[src/design/sac_pkg.sv]
// ----------------------------------------------------------------------------
// sac_pkg
// Shared types and codes of the switching activity counter.
// ----------------------------------------------------------------------------
package sac_pkg;

   // Default number of traced bits.
   localparam int NUM_BITS_DEFAULT = 256;

   // Depth of the request queue between front and back.
   localparam int QUEUE_DEPTH = 2;

   // Width of times and counters.
   localparam int TW = 64;

   localparam logic [TW-1:0] ALL_ONES = '1;

   // Bit value codes.
   localparam logic [1:0] VAL_ZERO = 2'd0;
   localparam logic [1:0] VAL_ONE  = 2'd1;
   localparam logic [1:0] VAL_UNK  = 2'd2;

   // Request function codes.
   localparam logic [2:0] FUNC_MARK   = 3'd0;
   localparam logic [2:0] FUNC_SET    = 3'd1;
   localparam logic [2:0] FUNC_OFF    = 3'd2;
   localparam logic [2:0] FUNC_ON     = 3'd3;
   localparam logic [2:0] FUNC_FINISH = 3'd4;
   localparam logic [2:0] FUNC_READ   = 3'd5;

   // Configuration register indexes.
   localparam logic [1:0] CSR_WINDOW_BEGIN = 2'd0;
   localparam logic [1:0] CSR_WINDOW_END   = 2'd1;
   localparam logic [1:0] CSR_AUTO_BEGIN   = 2'd2;

   // One classified request as it travels from front to back.
   typedef struct packed {
      logic [2:0]    func;
      logic [TW-1:0] time_value;
      logic [7:0]    bit_index;
      logic [1:0]    bit_value;
   } cmd_type;

   // Per-bit record held in the bit table.
   typedef struct packed {
      logic [1:0]    cval;
      logic [1:0]    pval;
      logic          pflag;
      logic [TW-1:0] since;
      logic [TW-1:0] t_zero;
      logic [TW-1:0] t_one;
      logic [TW-1:0] t_unk;
      logic [TW-1:0] toggles;
   } rec_type;

   // Record value after reset.
   localparam rec_type REC_RESET = '{
      cval: VAL_UNK, pval: VAL_ZERO, pflag: 1'b0, since: '0,
      t_zero: '0, t_one: '0, t_unk: '0, toggles: '0};

endpackage

[src/design/sac_front.sv]
// ----------------------------------------------------------------------------
// sac_front
// Accepts requests, drops those without effect and queues the rest.
// ----------------------------------------------------------------------------
module sac_front #(
   parameter int NUM_BITS = sac_pkg::NUM_BITS_DEFAULT
) (
   input  logic                clock,
   input  logic                reset,
   input  logic                req_push,
   output logic                req_full,
   input  logic [2:0]          req_func,
   input  logic [63:0]         req_time_value,
   input  logic [7:0]          req_bit_index,
   input  logic [1:0]          req_bit_value,
   input  logic                clearing,
   output logic                cmd_valid,
   output sac_pkg::cmd_type    cmd,
   input  logic                cmd_pop
);
   import sac_pkg::*;

   localparam int QAW = (QUEUE_DEPTH > 1) ? $clog2(QUEUE_DEPTH) : 1;
   localparam int QCW = $clog2(QUEUE_DEPTH + 1);
   localparam logic [16:0] NB = 17'(NUM_BITS);

   cmd_type          q_ff [QUEUE_DEPTH];
   logic [QAW-1:0]   wr_ptr_ff;
   logic [QAW-1:0]   rd_ptr_ff;
   logic [QCW-1:0]   count_ff;
   logic             accept;
   logic             keep;
   logic             do_pop;
   cmd_type          cls;

   // A request is taken when the queue has room and the table is ready.
   assign req_full = (count_ff == QCW'(QUEUE_DEPTH)) || clearing;
   assign accept   = req_push && !req_full;

   // Classify: unused codes and sets of untraced bits have no effect.
   always_comb begin
      cls.func       = req_func;
      cls.time_value = req_time_value;
      cls.bit_index  = req_bit_index;
      cls.bit_value  = (req_bit_value == 2'd3) ? VAL_UNK : req_bit_value;
      keep = (req_func <= FUNC_READ) &&
             !((req_func == FUNC_SET) && ({9'd0, req_bit_index} >= NB));
   end

   assign cmd_valid = (count_ff != '0);
   assign cmd       = q_ff[rd_ptr_ff];
   assign do_pop    = cmd_pop && cmd_valid;

   // Queue storage.
   always_ff @(posedge clock) begin
      if (accept && keep) begin
         q_ff[wr_ptr_ff] <= cls;
      end
   end

   // Queue pointers and fill count.
   always_ff @(posedge clock) begin
      if (reset) begin
         wr_ptr_ff <= '0;
         rd_ptr_ff <= '0;
         count_ff  <= '0;
      end else begin
         if (accept && keep) begin
            wr_ptr_ff <= (wr_ptr_ff == QAW'(QUEUE_DEPTH - 1)) ? '0 : wr_ptr_ff + 1'b1;
         end
         if (do_pop) begin
            rd_ptr_ff <= (rd_ptr_ff == QAW'(QUEUE_DEPTH - 1)) ? '0 : rd_ptr_ff + 1'b1;
         end
         if ((accept && keep) && !do_pop) begin
            count_ff <= count_ff + 1'b1;
         end else if (!(accept && keep) && do_pop) begin
            count_ff <= count_ff - 1'b1;
         end
      end
   end

endmodule

[config.mk]
export PLATFORM = sky130hd
export DESIGN_NAME = sac_front
export DESIGN_NICKNAME = d
export VERILOG_FILES = /design/src/design/sac_pkg.sv /design/src/design/sac_front.sv
export SDC_FILE = /design/constraint.sdc
export NUM_CORES = 1
export LEC_CHECK = 0
export BUFFER_PORTS_ARGS = -buffer_cell sky130_fd_sc_hd__buf_4
export CAP_MARGIN = 10
export CORE_MARGIN = 2
export CORE_UTILIZATION = 47
export DETAILED_ROUTE_END_ITERATION = 7
export PLACE_DENSITY = 0.76
export SYNTH_ARGS = -nofsm -noshare
export SYNTH_HDL_FRONTEND = slang
export SYNTH_SLANG_ARGS = --single-unit
[constraint.sdc]
create_clock -name clock -period 7.35 [get_ports clock]
set_clock_uncertainty 0.1 [all_clocks]
set_input_delay 1.47 -clock clock [delete_from_list [all_inputs] [get_ports clock]]
set_output_delay 1.47 -clock clock [all_outputs]
set_load 0.03 [all_outputs]
==> results by group <==
GRT
  • Initial antenna violation count: 0
  • Vias in the first global route: 3045
  • GRT Overall Usage: 15.1%
  • Largest net degree at the start of global routing: 78
  • First-pass GRT wire length: about 15000 um
  • GRT overflow: 0

Power
  • Lkg Pwr: 0.00286 uW
  • Internal power: ~2000 uW
  • Total Power: 2740 uW
  • Net Switching: about 790 uW
  • Peak supply drop: between 0.2 and 0.3 mV
  • Sw frac: 28.8%
  • Register share of total power: around two fifths
  • Combinational share of power: 25.9%
  • Clock power frac: 32.5%
  • PD cells: about 350 nW/um^2

Die
  • IO Count: roughly 160
  • Cell Rows: 40
  • Starting Density: 48.3%
  • DIE AREA: 13300 um^2
  • Die H: between 100 and 150 um
  • Chip Width: around 120 um
  • Core area: 12100 um^2

Timing
  • Final setup fails: 0
  • Slew Limit Fails: 0
  • Tcrit/Tclk final: 50.4%
  • Final Hold Vio Count: 0
  • Minimum clock period: approximately 3.7 ns
  • Max Clk Rate: 0.270 GHz
  • RSZ-0062 raised after global routing: no
  • Setup TNS: 0 ns
  • Rel. slew slack: between 20 and 30%
  • Worst-Margin Slew: approximately 1.1 ns

Cells and area
  • Diode count: 0
  • Highest-count cells in the layout ignoring fill and taps: buf_4 (161), edfxtp_1 (154), mux2_2 (75), clkbuf_16 (17)
  • Number of fill cells: 864
  • Most common cell after layout, fill and taps aside: buf_4
  • Fin nets: ~520
  • Share of layout cells above drive strength 1: 59.9%
  • Synth-to-layout area growth: 33.8%

Drt
  • Drc violations: 0
  • DR WL/cell: 16.1 um
  • DR top layer: met4
  • Met2 wire len: about 5100 um
  • DRT iter0 DRCs: 150
  • Met1 wire length: ~4000 um
  • Routed vias: a little under 3000
  • Avg Vias per Cell: approximately 4.7
  • First drt pass iteration count: 4
  • Met3 WL: 725 um
  • Routed Antenna Nets: 0
  • DRT Wirelength: ~10000 um

Outcome
  • Status: finished, final reports clean

Worst setup path
  • FF-to-FF setup slack: a little over 5 ns
  • Worst setup SP type: flop
  • Reg2Reg Launch Point: count_ff[0]$_SDFFE_PP0P_
  • Worst EP required: 5.78 ns
  • Critical path fanouts, max: 77
  • R2r worst-path depth: 3
  • Worst Setup Path Type: flop to output port
  • Worst setup EP type: output port
  • Arrival @ worst endpoint: roughly 2.1 ns
  • Worst R2R End: q_ff[1][52]$_DFFE_PP_

Clock network
  • Root buf cell: clkbuf_16
  • Clock Latency Late Sink: 0.41 ns
  • # resized after CTS: 0
  • Deepest clock path buffer count: 2
  • Cts bufs inserted: 17
  • CTS tree: yes
  • Clock Sinks: 159
  • Setup bufs post-CTS: 0
  • Reg clk slew, reported paths: approximately 0.060 ns
  • CTS hold repair buffers: 0
  • # H-tree levels: 4

Logic synthesis
  • Synth Instances: between 200 and 300
  • Mapped Area: 5820 um^2
  • Synth Warn #: 0
  • Syn nets: ~350
  • Post-synthesis sequential element count: approximately 160
  • Count of cell types in the netlist: 20
  • Syn Area/Cell: between 20 and 25 um^2
  • Sequential-to-total area share from yosys stat: between 80% and 90%

Placed design
  • Final HPWL DP: 6160 um
  • Gpl congestion: between 0.6 and 0.7
  • PortBufs: between 150 and 200

Min path
  • Hold_sp: rd_ptr_ff$_SDFFE_PP0P_
  • Worst hold path type: flop to flop
  • WHS Path Cells: 2

Flow run
  • Max-Cap Viols: 0
==> worst max-delay path, cell delays in order, from the launching register on <==
cell and delay, ns:
dfxtp_4 0.98, mux2_2 0.44, buf_4 0.17
==> power by group through the flow <==
| stage | registers (uW) | clock network [uW] | logic, uW |
|---|---|---|---|
| detailed placement | 1170 | 0 | 716 |
| global placement | 1160 | 0 | 710 |
| finish | 1140 | 891 | 710 |
| floorplan | 1100 | 0 | 537 |
| global route | 1160 | 948 | 746 |
| CTS | 1150 | 909 | 719 |
==> layout make-up <==
class | count | area (um^2) | area share (%)
Tap cell | 168 | 210 | 2.70
Clock inverter | 12 | 168 | 2.15
Multi-Input combinational cell | 99 | 1040 | 13.3
Clock buffer | 20 | 437 | 5.61
Sequential cell | 159 | 4730 | 60.7
Timing Repair Buffer | 161 | 1210 | 15.5
==> worst max path at each step <==
stage / from / to / depth (start not counted)
detailed placement: clearing / req_full / 3
global placement: clearing / req_full / 3
global route: flop / cmd[16] / 2
CTS: flop / cmd[67] / 2
finish: flop / cmd[63] / 2
floorplan: clearing / q_ff[0][0]$_DFFE_PP_ / 2
==> cells in the mapped netlist <==
library cell  number  area share [%]
edfxtp_1         154              79
mux2_2            75              15
buf_2              5            0.43
dfxtp_1            5             1.7
buf_6              4            0.77
nor2_1             4            0.26
mux2_1             3            0.58
xor2_1             3            0.45
nand2b_1           2            0.21
nor2b_1            2            0.21
o21ai_0            2            0.17
a21bo_2            1            0.17
a21oi_1            1           0.086
and2_1             1            0.11
clkbuf_1           1           0.064
ha_1               1            0.21
nor3_1             1           0.086
nor3b_4            1            0.32
or2_2              1            0.11
or3_1              1            0.11
==> kinds of logic (layout without fill, tap and decap cells) <==
kind of cell | after synthesis | count (layout) | synth area share (%)
multiplexers | 78 | 78 | 15.1
adder cells (fa/ha/maj) | 1 | 1 | 0.215
AND/OR/NAND/NOR | 13 | 13 | 1.42
XOR/XNOR | 3 | 3 | 0.451
buffers and inverters | 10 | 193 | 1.27
AO/OA/AOI/OAI | 4 | 4 | 0.430
flip-flops | 159 | 159 | 81.1
==> state kept, by name, indices dropped and copies added (netlist names), named ones only <==
signal     count
count_ff       2
wr_ptr_ff      1
rd_ptr_ff      1
q_ff         154
==> per-layer routing <==
layer / vias to the layer above / track usage (%)
met3: 12 / 6.48
met1: 1430 / 17.4
met4: 0 / 6.27
met2: 101 / 24.9
met5: - / 0
li1: 1393 / -
==> per-stage QoR <==
step	instances	setup WS (ns)	utilization (%)	hold WS (ns)	cell area (um^2)
after global placement	587	3.82	59.6	0.382	7190
after global routing	619	3.55	64.6	0.481	7790
after floorplan	268	1.92	-	0.371	5830
after CTS	619	3.64	64.6	0.419	7790
after detailed placement	587	3.81	59.6	0.395	7190
final	619	3.65	64.6	0.407	7790
Power figures use the tool's default switching activity.
